File: src/sv/nst_pkg.sv
// Shared types, constants and pitch tables for the note slice transposer.
package nst_pkg;

  typedef enum logic [1:0] {
    ST_IDLE,
    ST_EMIT,
    ST_MOD
  } state_t;

  typedef logic [1:0] reg_index_t;

  localparam reg_index_t REG_PATTERN  = 2'd0;
  localparam reg_index_t REG_LENGTH   = 2'd1;
  localparam reg_index_t REG_CAPACITY = 2'd2;

  localparam logic [3:0] MAX_PATTERN   = 4'd8;
  localparam logic [3:0] PAUSE_CODE    = 4'd8;
  localparam logic [3:0] LAST_LETTER   = 4'd7;
  localparam logic [1:0] ACC_NATURAL   = 2'd0;
  localparam logic [1:0] ACC_FLAT      = 2'd1;
  localparam logic [1:0] ACC_SHARP     = 2'd2;
  localparam logic [7:0] IDX_INVALID   = 8'd255;
  localparam logic [6:0] WHOLE_SLICES  = 7'd64;
  localparam logic [2:0] LEN_SHORTEST  = 3'd6;
  // 171 / 2048 approximates 1/12 closely enough for any 8-bit index
  localparam logic [7:0] RECIP_12      = 8'd171;
  localparam int         RECIP_SHIFT   = 11;

  typedef struct packed {
    logic accept;
    logic emit;
    logic mod_step;
  } cmd_t;

  typedef struct packed {
    logic len_written;
    logic can_emit;
    logic last;
    logic out_free;
    logic mod_last;
  } status_t;

  function automatic logic [3:0] tone_of_letter(input logic [2:0] letter);
    logic [3:0] tone;
    unique case (letter)
      3'd0:    tone = 4'd9;
      3'd1:    tone = 4'd10;
      3'd2:    tone = 4'd0;
      3'd3:    tone = 4'd2;
      3'd4:    tone = 4'd4;
      3'd5:    tone = 4'd5;
      3'd6:    tone = 4'd7;
      default: tone = 4'd11;
    endcase
    return tone;
  endfunction

  function automatic logic [3:0] letter_of_tone(input logic [3:0] tone);
    logic [3:0] letter;
    unique case (tone)
      4'd0, 4'd1:  letter = 4'd2;
      4'd2, 4'd3:  letter = 4'd3;
      4'd4:        letter = 4'd4;
      4'd5, 4'd6:  letter = 4'd5;
      4'd7, 4'd8:  letter = 4'd6;
      4'd9, 4'd10: letter = 4'd0;
      default:     letter = 4'd7;
    endcase
    return letter;
  endfunction

  function automatic logic sharp_of_tone(input logic [3:0] tone);
    return (tone == 4'd1) || (tone == 4'd3) || (tone == 4'd6) ||
           (tone == 4'd8) || (tone == 4'd10);
  endfunction

endpackage

File: src/sv/nst_ctrl.sv
// Sequencer: note intake, slice emission and pattern position recompute.
module nst_ctrl
  import nst_pkg::*;
(
  input  logic    clk,
  input  logic    rst,
  input  logic    in_valid,
  output logic    in_stall,
  input  status_t st,
  output cmd_t    cmd
);

  state_t state, state_next;

  always_ff @(posedge clk) begin
    if (rst) begin
      state <= ST_IDLE;
    end else begin
      state <= state_next;
    end
  end

  always_comb begin
    state_next = state;
    cmd        = '0;
    in_stall   = (state != ST_IDLE) || st.len_written;
    unique case (state)
      ST_IDLE: begin
        if (st.len_written) begin
          state_next = ST_MOD;
        end else if (in_valid) begin
          cmd.accept = 1'b1;
          state_next = ST_EMIT;
        end
      end
      ST_EMIT: begin
        if (!st.can_emit) begin
          state_next = ST_IDLE;
        end else if (st.out_free) begin
          cmd.emit = 1'b1;
          if (st.last) state_next = ST_IDLE;
        end
      end
      ST_MOD: begin
        // a fresh length write restarts the remainder pass
        if (!st.len_written) begin
          cmd.mod_step = 1'b1;
          if (st.mod_last) state_next = ST_IDLE;
        end
      end
      default: state_next = ST_IDLE;
    endcase
  end

endmodule

File: src/sv/nst_dp.sv
// Datapath: config registers, note latch, slice counter, transposer, output register.
module nst_dp
  import nst_pkg::*;
(
  input  logic        clk,
  input  logic        rst,
  input  logic        cfg_valid,
  output logic        cfg_ready,
  input  reg_index_t  cfg_index,
  input  logic [63:0] cfg_data,
  input  logic        first_note,
  input  logic [3:0]  pitch_letter,
  input  logic [3:0]  octave_number,
  input  logic [1:0]  accidental,
  input  logic [2:0]  length_code,
  output logic        out_valid,
  input  logic        out_stall,
  output logic [15:0] slice_index,
  output logic [3:0]  out_letter,
  output logic [1:0]  out_accidental,
  output logic [4:0]  out_octave,
  output logic        fill_continuous,
  output logic        last_slice,
  input  cmd_t        cmd,
  output status_t     st
);

  logic [63:0] shift_pattern;
  logic [3:0]  shift_length;
  logic [15:0] dest_capacity;
  logic [15:0] slice_count;
  logic [2:0]  pat_pos;
  logic [6:0]  remaining;
  logic [15:0] mod_shift;
  logic [3:0]  mod_cnt;

  logic [3:0]  note_letter;
  logic [3:0]  note_octave;
  logic [1:0]  note_acc;
  logic        note_pause;
  logic        note_tuned;
  logic [7:0]  note_base;

  logic [3:0]  plen;
  logic        len_wr;
  logic [7:0]  oct_m1;
  logic [7:0]  base_raw;
  logic [7:0]  base_idx;
  logic        in_tuned;
  logic [6:0]  in_slices;
  logic [7:0]  shift_amt;
  logic [7:0]  idx;
  logic [15:0] prod;
  logic [4:0]  quot;
  logic [7:0]  rem_full;
  logic [3:0]  tone;
  logic [3:0]  pos_inc;
  logic [3:0]  mod_r;

  assign cfg_ready = 1'b1;
  assign len_wr    = cfg_valid && (cfg_index == REG_LENGTH);

  always_comb begin
    if (shift_length == 4'd0) begin
      plen = 4'd1;
    end else if (shift_length > MAX_PATTERN) begin
      plen = MAX_PATTERN;
    end else begin
      plen = shift_length;
    end
  end

  // halftone index of the incoming note, 8-bit wrap
  assign oct_m1   = {4'd0, octave_number} - 8'd1;
  assign base_raw = {4'd0, tone_of_letter(pitch_letter[2:0])} +
                    {oct_m1[4:0], 3'b000} + {oct_m1[5:0], 2'b00};
  always_comb begin
    case (accidental)
      ACC_FLAT:  base_idx = base_raw - 8'd1;
      ACC_SHARP: base_idx = base_raw + 8'd1;
      default:   base_idx = base_raw;
    endcase
  end
  assign in_tuned  = (pitch_letter <= LAST_LETTER) && (octave_number >= 4'd1) &&
                     (octave_number <= 4'd7) && (base_idx != IDX_INVALID);
  assign in_slices = (length_code <= LEN_SHORTEST) ? (WHOLE_SLICES >> length_code) : 7'd0;

  // per-slice transpose: idx / 12 by reciprocal multiply, remainder by subtract
  assign shift_amt = shift_pattern[{pat_pos, 3'b000} +: 8];
  assign idx       = note_base + shift_amt;
  assign prod      = {8'd0, idx} * {8'd0, RECIP_12};
  assign quot      = prod[RECIP_SHIFT +: 5];
  assign rem_full  = idx - ({1'b0, quot, 2'b00} + {quot, 3'b000});
  assign tone      = rem_full[3:0];

  assign pos_inc = {1'b0, pat_pos} + 4'd1;
  assign mod_r   = {pat_pos, mod_shift[15]};

  assign st.len_written = len_wr;
  assign st.can_emit    = (remaining != 7'd0) && (slice_count < dest_capacity);
  assign st.last        = (remaining == 7'd1) || ((slice_count + 16'd1) == dest_capacity);
  assign st.out_free    = !out_valid || !out_stall;
  assign st.mod_last    = (mod_cnt == 4'hF);

  always_ff @(posedge clk) begin
    if (rst) begin
      shift_pattern <= '0;
      shift_length  <= 4'd1;
      dest_capacity <= 16'hFFFF;
    end else if (cfg_valid) begin
      unique case (cfg_index)
        REG_PATTERN:  shift_pattern <= cfg_data;
        REG_LENGTH:   shift_length  <= cfg_data[3:0];
        REG_CAPACITY: dest_capacity <= cfg_data[15:0];
        default: ;
      endcase
    end
  end

  always_ff @(posedge clk) begin
    if (rst) begin
      slice_count <= '0;
      pat_pos     <= '0;
      remaining   <= '0;
      mod_cnt     <= '0;
      out_valid   <= 1'b0;
    end else begin
      if (len_wr) begin
        pat_pos   <= '0;
        mod_cnt   <= '0;
        mod_shift <= slice_count;
      end else if (cmd.mod_step) begin
        // restoring remainder, one count bit a cycle
        pat_pos   <= (mod_r >= plen) ? 3'(mod_r - plen) : mod_r[2:0];
        mod_shift <= {mod_shift[14:0], 1'b0};
        mod_cnt   <= mod_cnt + 4'd1;
      end else if (cmd.accept) begin
        remaining <= in_slices;
        if (first_note) begin
          slice_count <= '0;
          pat_pos     <= '0;
        end
      end else if (cmd.emit) begin
        remaining   <= remaining - 7'd1;
        slice_count <= slice_count + 16'd1;
        pat_pos     <= (pos_inc == plen) ? 3'd0 : pos_inc[2:0];
      end

      if (cmd.emit) begin
        out_valid <= 1'b1;
      end else if (!out_stall) begin
        out_valid <= 1'b0;
      end
    end
  end

  always_ff @(posedge clk) begin
    if (cmd.accept) begin
      note_letter <= pitch_letter;
      note_octave <= octave_number;
      note_acc    <= accidental;
      note_pause  <= (pitch_letter == PAUSE_CODE);
      note_tuned  <= in_tuned;
      note_base   <= base_idx;
    end
    if (cmd.emit) begin
      slice_index     <= slice_count;
      fill_continuous <= !note_pause;
      last_slice      <= st.last;
      if (note_tuned) begin
        out_letter     <= letter_of_tone(tone);
        out_accidental <= sharp_of_tone(tone) ? ACC_SHARP : ACC_NATURAL;
        out_octave     <= quot + 5'd1;
      end else begin
        out_letter     <= note_letter;
        out_accidental <= note_acc;
        out_octave     <= {1'b0, note_octave};
      end
    end
  end

  a_emit_below_cap: assert property (@(posedge clk) disable iff (rst)
    cmd.emit |-> slice_count < dest_capacity)
    else $error("slice emitted at or past capacity");

  a_pos_in_range: assert property (@(posedge clk) disable iff (rst)
    {1'b0, pat_pos} < plen)
    else $error("pattern position outside pattern length");

  a_emit_loads_out: assert property (@(posedge clk) disable iff (rst)
    cmd.emit |=> out_valid)
    else $error("emitted slice not presented");

  a_last_ends_note: assert property (@(posedge clk) disable iff (rst)
    cmd.emit && st.last |=> !st.can_emit)
    else $error("slices remain after last slice");

endmodule

File: src/sv/note_slice_transposer.sv
// Top level of the note slice transposer: sequencer plus datapath.
//
// Usage: one note enters on the input channel (in_valid / in_stall) and is cut
// into 64th-note slices that leave on the output channel (out_valid /
// out_stall), one slice per transfer. A whole note gives 64 slices, a 64th
// gives one, a 128th or unknown length gives none. Sounding slices are
// transposed by the shift pattern entry chosen by the running slice count.
// After the note transfer the sequencer enters its emit state; each slice is
// registered in the output register. Slices then leave one per cycle while
// the receiver does not stall; a note that yields no slice sends the
// sequencer back to idle. The remaining-slice counter and capacity end a note.
// The input stalls while a note is being sliced; the last slice may still sit
// in the output register while the next note is taken.
// Writing shift_length starts a bit-serial remainder pass that realigns the
// pattern position to the slice count; the input stalls meanwhile.
// Reset clears the slice count and loads pattern 0, length 1, capacity 65535.
// When the receiver stalls, the output register holds its slice and slicing
// pauses until it is taken.
module note_slice_transposer
  import nst_pkg::*;
(
  input  logic        clk,
  input  logic        rst,
  input  logic        cfg_valid,
  output logic        cfg_ready,
  input  logic [1:0]  cfg_index,
  input  logic [63:0] cfg_data,
  input  logic        in_valid,
  output logic        in_stall,
  input  logic        first_note,
  input  logic [3:0]  pitch_letter,
  input  logic [3:0]  octave_number,
  input  logic [1:0]  accidental,
  input  logic [2:0]  length_code,
  output logic        out_valid,
  input  logic        out_stall,
  output logic [15:0] slice_index,
  output logic [3:0]  out_letter,
  output logic [1:0]  out_accidental,
  output logic [4:0]  out_octave,
  output logic        fill_continuous,
  output logic        last_slice
);

  cmd_t    cmd;
  status_t st;

  nst_ctrl u_ctrl (
    .clk      (clk),
    .rst      (rst),
    .in_valid (in_valid),
    .in_stall (in_stall),
    .st       (st),
    .cmd      (cmd)
  );

  nst_dp u_dp (
    .clk             (clk),
    .rst             (rst),
    .cfg_valid       (cfg_valid),
    .cfg_ready       (cfg_ready),
    .cfg_index       (cfg_index),
    .cfg_data        (cfg_data),
    .first_note      (first_note),
    .pitch_letter    (pitch_letter),
    .octave_number   (octave_number),
    .accidental      (accidental),
    .length_code     (length_code),
    .out_valid       (out_valid),
    .out_stall       (out_stall),
    .slice_index     (slice_index),
    .out_letter      (out_letter),
    .out_accidental  (out_accidental),
    .out_octave      (out_octave),
    .fill_continuous (fill_continuous),
    .last_slice      (last_slice),
    .cmd             (cmd),
    .st              (st)
  );

endmodule
File: config.mk
export PLATFORM = sky130hd
export DESIGN_NAME = note_slice_transposer
export DESIGN_NICKNAME = d
export VERILOG_FILES = /design/src/sv/nst_pkg.sv /design/src/sv/nst_ctrl.sv /design/src/sv/nst_dp.sv /design/src/sv/note_slice_transposer.sv
export SDC_FILE = /design/constraint.sdc
export NUM_CORES = 1
export LEC_CHECK = 0
export ABC_CLOCK_PERIOD_IN_PS = 22100
export CAP_MARGIN = 20
export CORE_ASPECT_RATIO = 1.2
export CORE_MARGIN = 4
export CORE_UTILIZATION = 53
export CTS_BUF_LIST = sky130_fd_sc_hd__clkbuf_16
export CTS_CLUSTER_DIAMETER = 40
export DETAILED_ROUTE_END_ITERATION = 12
export DONT_BUFFER_PORTS = 1
export PLACE_DENSITY = 0.68
export SYNTH_ARGS = -nofsm -noshare
export SYNTH_HDL_FRONTEND = slang
export SYNTH_SLANG_ARGS = --single-unit
File: constraint.sdc
create_clock -name clk -period 22.1 [get_ports clk]
set_input_delay 2.21 -clock clk [delete_from_list [all_inputs] [get_ports clk]]
set_output_delay 2.21 -clock clk [all_outputs]
set_load 0.02 [all_outputs]
Yosys cells after proc, flatten, opt, wreduce, memory -nomap -nowiden

Memory sizes are Yosys's and may differ from the RTL's.
Index checks and enable logic that the tools add are counted.

Reduce and logical (&&, ||, !) cells: 33
Div/mod/pow operators: 0
Multipliers: 1
Equal/unequal tests: 31
Muxes and demuxes: 40
Bitwise operators: 3
$add $sub $neg: 14
Shift operators: 2
Magnitude comparators: 7

Operators with widths:

| cell                                                           | count |
|---|---|
| 2-to-1 mux 16 bit                                              | 5 |
| variable part select 64 x 7 -> 8 bit                           | 1 |
| one-hot mux 4 bit (7 select lines)                             | 1 |
| 2-to-1 mux 7 bit                                               | 3 |
| 2-to-1 mux 2 bit                                               | 9 |
| 2-to-1 mux 3 bit                                               | 6 |
| adder 16 x 1 -> 16 bit, second input constant                  | 1 |
| adder 8 bit                                                    | 2 |
| equality test 16 bit                                           | 1 |
| equality test 4 bit, second input constant                     | 4 |
| < comparator 16 bit                                            | 1 |
| multiplier 8 x 8 -> 16 bit, second input constant              | 1 |
| 2-to-1 mux 4 bit                                               | 4 |
| one-hot mux 8 bit (2 select lines)                             | 1 |
| 2-to-1 mux 1 bit                                               | 10 |
| AND reduction 2 bit                                            | 5 |
| equality test 3 bit, second input constant                     | 3 |
| != test 3 bit, second input constant                           | 3 |
| adder 4 x 8 -> 8 bit                                           | 1 |
| adder 8 x 1 -> 8 bit, second input constant                    | 1 |
| less-or-equal comparator 4 x 3 -> 1 bit, second input constant | 2 |
| != test 8 bit, second input constant                           | 1 |
| subtractor 8 x 1 -> 8 bit, second input constant               | 1 |
| equality test 7 x 1 -> 1 bit, second input constant            | 1 |
| other kinds (39)                                               | 63 |

Latch bits: 0
Bits in registers: 182
Bits in read-only memories: 48
Memories: 1
Output and inout port bits: 32
Input port bits: 85
Logic and storage cells: 155
Bits in writable memories: 0

Memory list:

| name             | depth | width | rd ports | clocked after memory_dff | write ports | line          | text |
|---|---|---|---|---|---|---|---|
| (name not given) | 16    | 3     | 1        | 0                        | 0           | nst_pkg.sv:60 | `unique case (tone)` |

Depth between registers and ports, before layout

Gate-level depths: netlist of the first run.

Depth after elaboration: 12
Depth in mapped cells: 30
Mapped depth without buffers: 28

Cells and area by module

Synthesis of the first run repeated with hierarchy kept, for this count alone.

Cells, all modules: 1,192
Area total of the unflattened synthesis: 10,886.7 um^2

By module, submodules not included:

| module   | cells each | instances | area each (um^2) | sequential area each (um^2) |
|---|---|---|---|---|
| nst_dp   | 1,178      | 1         | 10,771.6         | 4,254.1 |
| nst_ctrl | 14         | 1         | 115.1            | 40.0 |

Worst setup path after synthesis of the first run

Ideal clock, no wire load.

Kind: register -> register
Start: reg u_dp.pat_pos[0]
End: reg u_dp.out_accidental[1] (data pin)
Data arrival time: 7,160 ps
Clock period less this slack: 7,420 ps
Library setup time: 260 ps
Data required time: 21,840 ps
Path buffers: 2
Path slack: 14,680 ps
Stages on the path, launching flop included: 30
Cell sequence: dfxtp_1 > buf_2 > buf_1 > mux4_2 > mux2i_1 > inv_1 > ha_1 > a21o_1 > a21oi_1 > xnor2_1 > nand2_1 > inv_1 > or2_2 > inv_1 > fa_1 > inv_1 > fa_1 > fa_1 > inv_1 > ha_1 > o2111ai_1 > a21o_1 > a21oi_1 > o21a_1 > nor2_1 > ha_1 > xor2_1 > xnor2_1 > a311oi_1 > mux2_2

Word-level cells in the longest chain between the ends: 12
Elaborated cells between the ends (all ways): 16
Those cells by class: add/sub: 3; mul: 1; eq/ne: 5; shift: 1; mux: 2; reduce/logical: 4

RTL lines:

| what                                                                                | line          | text |
|---|---|---|
| start: declaration                                                                  | nst_dp.sv:32  | `logic [2:0] pat_pos;` |
| start signal: assignment                                                            | nst_dp.sv:134 | `pat_pos <= (mod_r >= plen) ? 3'(mod_r - plen) : mod_r[2:0];` |
| start signal: assignment                                                            | nst_dp.sv:146 | `pat_pos <= (pos_inc == plen) ? 3'd0 : pos_inc[2:0];` |
| variable part select 64 x 7 -> 8 bit (*)                                            | nst_dp.sv:89  | `assign shift_amt = shift_pattern[{pat_pos, 3'b000} +: 8];` |
| adder 8 bit (*)                                                                     | nst_dp.sv:90  | `assign idx = note_base + shift_amt;` |
| multiplier 8 x 8 -> 16 bit                                                          | nst_dp.sv:91  | `assign prod = {8'd0, idx} * {8'd0, RECIP_12};` |
| adder 4 bit                                                                         | nst_dp.sv:93  | `assign rem_full = idx - ({1'b0, quot, 2'b00} + {quot, 3'b000});` |
| subtractor 4 bit (*)                                                                | nst_dp.sv:93  |  |
| equality test 4 x 1 -> 1 bit / equality test 4 x 2 -> 1 bit (equally long branches) | nst_pkg.sv:73 | `return (tone == 4'd1) \|\| (tone == 4'd3) \|\| (tone == 4'd6) \|\|` |
| logical OR 1 bit (3 in a row)                                                       | nst_pkg.sv:73 |  |
| logical OR 1 bit (*)                                                                | nst_pkg.sv:74 | `(tone == 4'd8) \|\| (tone == 4'd10);` |
| 2-to-1 mux 2 bit (*)                                                                | nst_dp.sv:172 | `out_accidental <= sharp_of_tone(tone) ? ACC_SHARP : ACC_NATURAL;` |
| 2-to-1 mux 2 bit (*)                                                                | nst_dp.sv:170 | `if (note_tuned) begin` |
| end signal: assignment                                                              | nst_dp.sv:172 |  |
| end signal: assignment                                                              | nst_dp.sv:176 | `out_accidental <= note_acc;` |
| end: declaration                                                                    | nst_dp.sv:20  | `output logic [1:0] out_accidental,` |

Mark *: on every way between the ends. The rest lies on a longest branch, timed or not.
A chain may end at the register's enable or synchronous reset.

Worst setup path after layout of the first run

Same ends and word-level chain as after synthesis.

==> impl_metrics.tcl, run 1 <==
set metrics [dict create \
    status "completed" \
    clockBufferDepth 2 \
    final.setup.worst_slack_ns 14.40 \
    synth_cells 1177 \
    hold_slack_ns 0.455 \
    cts.clk_slew.worst_paths_ns 0.08 \
    avgRoutedWirePerCell_um 17.2 \
    setup_viol 0 \
    power_density_mw_per_mm2 145 \
    arrival_ns 7.89 \
    grt_pass1_vias 8053 \
    synth_flop_cell "dfxtp_1" \
    dp_hpwl_mm 18.1 \
    syn_area_mm2 0.0109 \
    fmax_mhz 130 \
    drive_above_1_share_pct 8.79 \
    avgViaCountPerCell 5.67 \
    cts_buffers 17 \
    r2r-start "u_dp.pat_pos[0]" \
    whs_path_depth 2 \
    hp-start "u_dp.shift_pattern[38]" \
    setup.worst_path.end_class "flip-flop" \
    slew_violations 0 \
    synthArstFlopShare_pct 0 \
    cpMostUsedCell "inv_1" \
    fillers 1766 \
    finalCritPeriodShare_pct 34.8 \
    drt-pass1-iter-count 6 \
    fin_area_mm2 0.0117 \
    grt_setup_unrepaired "false" \
    reg2reg_to "u_dp.out_accidental[1]" \
    std_cell_rows 57 \
    area_delta_synth_final_pct 6.72 \
    tritoncts "built" \
    synth_fp_nets 1373 \
    antenna_cells 0 \
    max-cap-violations 0 \
    layout_common_cells "nand2_1, dfxtp_1, a21oi_1" \
    dr.first_iter.drc_count 488 \
    grt_max_degree 104 \
    ys_ff_latch 182 \
    dp_slack_ns 14.40 \
    slew_headroom_pct 29.7 \
    synth-edff-count 65 \
    leakagePower_nw 4.89 \
    clock_skew_ns 0.0161 \
    htree_levels 4 \
    yosysUniqueCellTypes 76 \
    worstMarginPinSlew_ns 1.05 \
    ios 117 \
    cts_sinks 182 \
    hold_buffers 0 \
    cp_max_fo 11 \
    syn_area_per_cell_um2 9.28 \
    crit_slowest_cell "dfxtp_1" \
    die_h_um 165 \
    worstSkewPairLatency_ns 0.44 \
    worstHoldPathType "flip-flop to flip-flop" \
    critPathKind "flip-flop to flip-flop" \
    synth_seq_area_share_pct 39.3 \
    initial_core_util_pct 53.9 \
    ir_drop_uv 189 \
    synth_warnings 0 \
    die_x_um 139 \
    drc 0 \
    vias 8090 \
    grt_first_pass_wirelength_mm 40.5 \
    gp_congestion 0.872 \
    fin_cells 1426 \
    antenna_left 0 \
    finalHoldViolCount 0 \
    root_buffer "clkbuf_16" \
    placed_cell_area_mm2 0.0110 \
    max_stage_delay_ns 0.73 \
    critical_path_required_ns 22.29 \
    coreArea_mm2 0.0203 \
    reg2reg_depth 27 \
    antenna_found_initial 0 \
    fin_nets 1344 \
    finalSetupTns_ns 0 \
    hold_end "u_dp.shift_pattern[38]" \
    portBuffers 0 \
    ctsResizeCount 0 \
    die_area_mm2 0.0230 \
    postCtsSetupRepairBufs 0 \
    finalWirelength_mm 24.5 \
    globalRouteOverflowTotal 0 \
    dp.cells 1393 \
    final_common_cell "nand2_1" \
    r2r_slack_ns 14.40 \
    grt.total_usage_pct 21.9 \
    layout_min_cycle_time_ns 7.70 \
    worstSetupStartpointType "flip-flop" \
]
report_power, final:
part | switching [mW] | leakage [nW] | internal (mW)
logic | 0.516 | 3.04 | 0.423
clock network | 0.148 | 0.298 | 0.163
registers | 0.0380 | 1.55 | 0.405
total | 0.702 | 4.89 | 0.991
how the worst max path moves through the flow:
stage / startpoint / endpoint / slack [ns]
after floorplan: u_dp.pat_pos[0] / u_dp.out_accidental[1] / 14.68
after CTS: u_dp.pat_pos[0] / u_dp.out_accidental[1] / 14.32
after global placement: u_dp.pat_pos[0] / u_dp.out_accidental[1] / 14.61
after detailed placement: u_dp.pat_pos[0] / u_dp.out_accidental[1] / 14.40
after global routing: u_dp.pat_pos[0] / u_dp.out_accidental[1] / 13.82
final: u_dp.pat_pos[0] / u_dp.out_accidental[1] / 14.40
state kept, by name, indices dropped and copies added, names as in the netlist, 5 cells and up:
name / flops
u_dp.slice_index: 16
u_dp.out_octave: 5
u_dp.shift_pattern: 64
u_dp.slice_count: 16
u_dp.note_base: 8
u_dp.dest_capacity: 16
u_dp.remaining: 7
u_dp.mod_shift: 16
cell type report:
type	instances	area (um^2)	share of cell area, %
multi-input cells	856	6050	51.9
flip-flops and latches	182	4290	36.8
clock buffers	17	425	3.65
well taps	265	332	2.84
inverters	83	312	2.67
clock inverters	15	181	1.56
repair buffers	8	67.6	0.580
metrics by stage:
step / total power, mW / utilization [%]
finish: 1.69 / 57.6
global route: 1.85 / 57.6
CTS: 1.71 / 57.5
detailed placement: 1.38 / 54.5
global placement: 1.36 / 54.5
floorplan: 1.20 / -
synthesized netlist by cell type, types with 8 or more instances:
| cell | count | area [um^2] |
|---|---|---|
| o21a_1 | 11 | 82.6 |
| nor2b_1 | 8 | 50.1 |
| nand4_1 | 11 | 68.8 |
| nand2_1 | 225 | 845 |
| or2_2 | 8 | 50.1 |
| a21oi_1 | 109 | 546 |
| buf_1 | 9 | 33.8 |
| mux4_2 | 16 | 360 |
| fa_1 | 16 | 320 |
| clkbuf_1 | 34 | 128 |
| nor3_1 | 22 | 110 |
| dfxtp_1 | 117 | 2340 |
| mux2i_1 | 9 | 90.1 |
| a21o_1 | 21 | 158 |
| o21ai_0 | 25 | 125 |
| xnor2_1 | 35 | 307 |
| xor2_1 | 28 | 245 |
| nor2_1 | 64 | 240 |
| a211o_1 | 20 | 175 |
| ha_1 | 95 | 1190 |
| o211ai_1 | 9 | 67.6 |
| nand3_1 | 16 | 80.1 |
| edfxtp_1 | 65 | 1950 |
| inv_1 | 82 | 308 |
| mux2_2 | 14 | 158 |
metal layers:
metal	global-route usage, %	vias up	routed length [um]
met5	0	-	0
met4	6.32	0	436
met3	4.46	33	1180
met2	39.3	193	12400
met1	26.9	3824	10500
li1	-	4040	-
worst max-delay path, delay by kind of cell, from the launching register on:
| family | cells | cell delay [ns] |
|---|---|---|
| fa+ha+maj | 6 | 2.46 |
| compound gates | 7 | 1.40 |
| mux | 3 | 1.14 |
| xor+xnor | 3 | 0.97 |
| flops | 1 | 0.73 |
| simple gates | 3 | 0.36 |
| buf+inv | 5 | 0.36 |
kinds of logic (layout without fill, tap and decap cells):
| kind of cell | after synthesis | in the layout | synth area share, % |
|---|---|---|---|
| compound gates | 229 | 229 | 13.4 |
| xor+xnor | 64 | 64 | 5.20 |
| fa+ha+maj | 111 | 111 | 13.8 |
| buf+inv | 139 | 123 | 5.38 |
| flops | 182 | 182 | 39.3 |
| mux | 40 | 40 | 5.70 |
| other cells | 1 | 1 | 0.0343 |
| simple gates | 411 | 411 | 17.2 |
Power figures use the tool's default switching activity.
==> run 2: changes to the inputs <==
--- a/config.mk
+++ b/config.mk
@@ -5,7 +5,8 @@
 export SDC_FILE = /design/constraint.sdc
 export NUM_CORES = 1
 export LEC_CHECK = 0
-export ABC_CLOCK_PERIOD_IN_PS = 22100
+export ABC_AREA = 1
+export ABC_CLOCK_PERIOD_IN_PS = 7600
 export CAP_MARGIN = 20
 export CORE_ASPECT_RATIO = 1.2
 export CORE_MARGIN = 4
==> constraint.sdc (replaced) <==
create_clock -name clk -period 7.6 [get_ports clk]
set_input_delay 0.76 -clock clk [delete_from_list [all_inputs] [get_ports clk]]
set_output_delay 0.76 -clock clk [all_outputs]
set_load 0.02 [all_outputs]
==> impl_metrics.tcl, run 2 <==
set metrics [dict create \
    status "completed" \
    ctsResizeCount 0 \
    final_common_cell "nor2_1" \
    die_area_mm2 0.0234 \
    largest-register "u_dp.shift_pattern" \
    portBuffers 0 \
    grt.total_usage_pct 22.8 \
    r2r_slack_ns 0.61 \
    grt_max_degree 88 \
    synth.area.mux_share_pct 0 \
    worstMarginPinSlew_ns 0.984 \
    coreArea_mm2 0.0205 \
    clockBufferDepth 2 \
    synth-edff-count 65 \
    std_cell_rows 57 \
    yosysUniqueCellTypes 45 \
    globalRouteOverflowTotal 0 \
    finalCritPeriodShare_pct 92.0 \
    ys_top_cells_by_count "nor2_1, nand2_1, inv_1, o21ai_0, dfxtp_1" \
    hold_buffers 0 \
    antenna_found_initial 0 \
    clock_skew_ns 0.0133 \
    yosysMostFrequentCell "nor2_1" \
    max_stage_delay_ns 0.54 \
    drive_above_1_share_pct 5.08 \
    critPathKind "flip-flop to flip-flop" \
    worstSkewPairLatency_ns 0.44 \
    root_buffer "clkbuf_16" \
    crit_slowest_cell "fa_1" \
    worstSetupStartpointType "flip-flop" \
    finalSetupTns_ns 0 \
    reg2reg_depth 34 \
    initial_core_util_pct 54.3 \
    grt_first_pass_wirelength_mm 44.0 \
    finalHoldViolCount 0 \
    synthArstFlopShare_pct 0 \
    fillers 1892 \
    synth_seq_area_share_pct 38.7 \
    synth_compound_area_share_pct 13.0 \
    max-cap-violations 0 \
    dr.first_iter.drc_count 609 \
    gp_congestion 0.892 \
    drc 0 \
    die_x_um 140 \
    area_delta_synth_final_pct 7.34 \
    cpMostUsedCell "inv_1" \
    fmax_mhz 143 \
    antenna_cells 0 \
    finalWirelength_mm 26.8 \
    dp_hpwl_mm 19.8 \
    die_h_um 167 \
    setup.worst_path.end_class "flip-flop" \
    synth_top_family_by_area "simple AND/OR/NAND/NOR gates" \
    grt_setup_unrepaired "false" \
    seq_area_mm2 0.00429 \
    synthAdderAreaFrac_pct 13.6 \
    vias 9433 \
    postCtsSetupRepairBufs 0 \
    fin_nets 1641 \
    grtUsageMet2_pct 40.9 \
    synth-xor-area-share_pct 2.76 \
    htree_levels 4 \
    synth.area.top_cells "dfxtp_1, edfxtp_1, ha_1, nor2_1, nand2_1" \
    synth_warnings 0 \
    critical_path_required_ns 7.78 \
    yosysTopAreaCellShare_pct 21.1 \
    synth_fp_nets 1665 \
    synth_simple_gate_area_share_pct 24.1 \
    cp_max_fo 32 \
    ys_ff_latch 182 \
    grt_pass1_vias 9017 \
    crit_path_start "u_dp.pat_pos[0]" \
    slew_violations 0 \
    syn_area_mm2 0.0111 \
    synth_flop_cell "dfxtp_1" \
    setup_viol 0 \
    tritoncts "built" \
    grt.busiest_layer "met2" \
    crit_path_end "u_dp.out_accidental[1]" \
    worstHoldPathType "input pin to flip-flop" \
    antenna_left 0 \
    multi_input_area_mm2 0.00596 \
    slew_headroom_pct 34.3 \
    layout_common_cells "nor2_1, nand2_1, inv_1" \
    synth_cells 1469 \
    syn_area_per_cell_um2 7.56 \
    avgViaCountPerCell 5.47 \
    largest_reg_flops 64 \
    cts_buffers 17 \
    arrival_ns 7.17 \
    cts_sinks 182 \
    cts.clk_slew.worst_paths_ns 0.08 \
    avgRoutedWirePerCell_um 15.5 \
    r2r-start "u_dp.pat_pos[0]" \
    drt-pass1-iter-count 7 \
    ios 117 \
    yosysTopAreaCell "dfxtp_1" \
    grt_use_met1_pct 28.9 \
    reg2reg_to "u_dp.out_accidental[1]" \
    layout_min_cycle_time_ns 6.99 \
    gr-usage-met3_pct 3.10 \
]
run 2: changes by cell type after synthesis, moves of 19 or more:
cell / change
a211o_1: -20
a21o_1: -19
a21oi_1: -45
inv_1: +84
nand2_1: +32
nand3_1: +50
nor2_1: +207
o21ai_0: +120
xnor2_1: -25
run 2: worst max-delay path, delay by kind of cell, from the launching register on:
family / cells / cell delay [ns]
AND/OR/NAND/NOR: 8 / 0.82
buffers and inverters: 8 / 0.87
XOR/XNOR: 3 / 0.63
flip-flops: 1 / 0.50
adder cells (fa/ha/maj): 7 / 2.53
AO/OA/AOI/OAI: 8 / 1.37
run 2: worst min path at each step:
stage | start | to | slack, ns | cells past startpoint
floorplan | u_dp.slice_count[2] | u_dp.slice_index[2] | 0.44 | 0
global placement | u_dp.mod_cnt[2] | u_dp.mod_cnt[2] | 0.46 | 2
detailed placement | u_dp.mod_cnt[2] | u_dp.mod_cnt[2] | 0.48 | 2
CTS | rst | u_dp.slice_count[4] | 0.37 | 1
global route | rst | u_dp.slice_count[9] | 0.36 | 1
finish | rst | u_dp.slice_count[4] | 0.39 | 1
run 2: final cells by class:
| class | instances | share of cell area (%) |
|---|---|---|
| multi-input combinational | 1061 | 50.0 |
| sequential | 182 | 36.0 |
| timing repair buffer | 12 | 0.986 |
| clock buffer | 17 | 3.57 |
| clock inverter | 15 | 1.32 |
| inverter | 171 | 5.38 |
| tap | 265 | 2.78 |
run 2: per-layer routing:
| metal | up-vias | wire (um) |
|---|---|---|
| met3 | 31 | 1210 |
| met1 | 4383 | 11300 |
| li1 | 4782 | - |
| met4 | 0 | 414 |
| met5 | - | 0 |
| met2 | 237 | 13800 |
run 2: cells by family (layout without fill, tap and decap cells):
kind of cell,count (synthesis),count (layout)
and+or+nand+nor,649,649
other,1,1
adders and majority gates,111,111
buffers and inverters,226,215
AOI/OAI and AO/OA,265,265
xor gates and xnor gates,35,35
DFF,182,182
run 2: metrics by stage:
stage,utilization (%),setup slack (ns),area (um^2),hold slack (ns),cells
2_1_floorplan,-,1.38,11100,0.438,1469
3_3_place_gp,55.2,0.924,11300,0.460,1689
3_5_place_dp,55.3,0.745,11300,0.476,1690
4_1_cts,58.2,0.688,11900,0.369,1722
5_1_grt,58.3,0.0626,11900,0.365,1723
6_report,58.3,0.611,11900,0.386,1723
Power of run 2 is left out: the tool's default activity adds up to more than one toggle a clock period on the data nets, which glitch-free logic cannot reach.
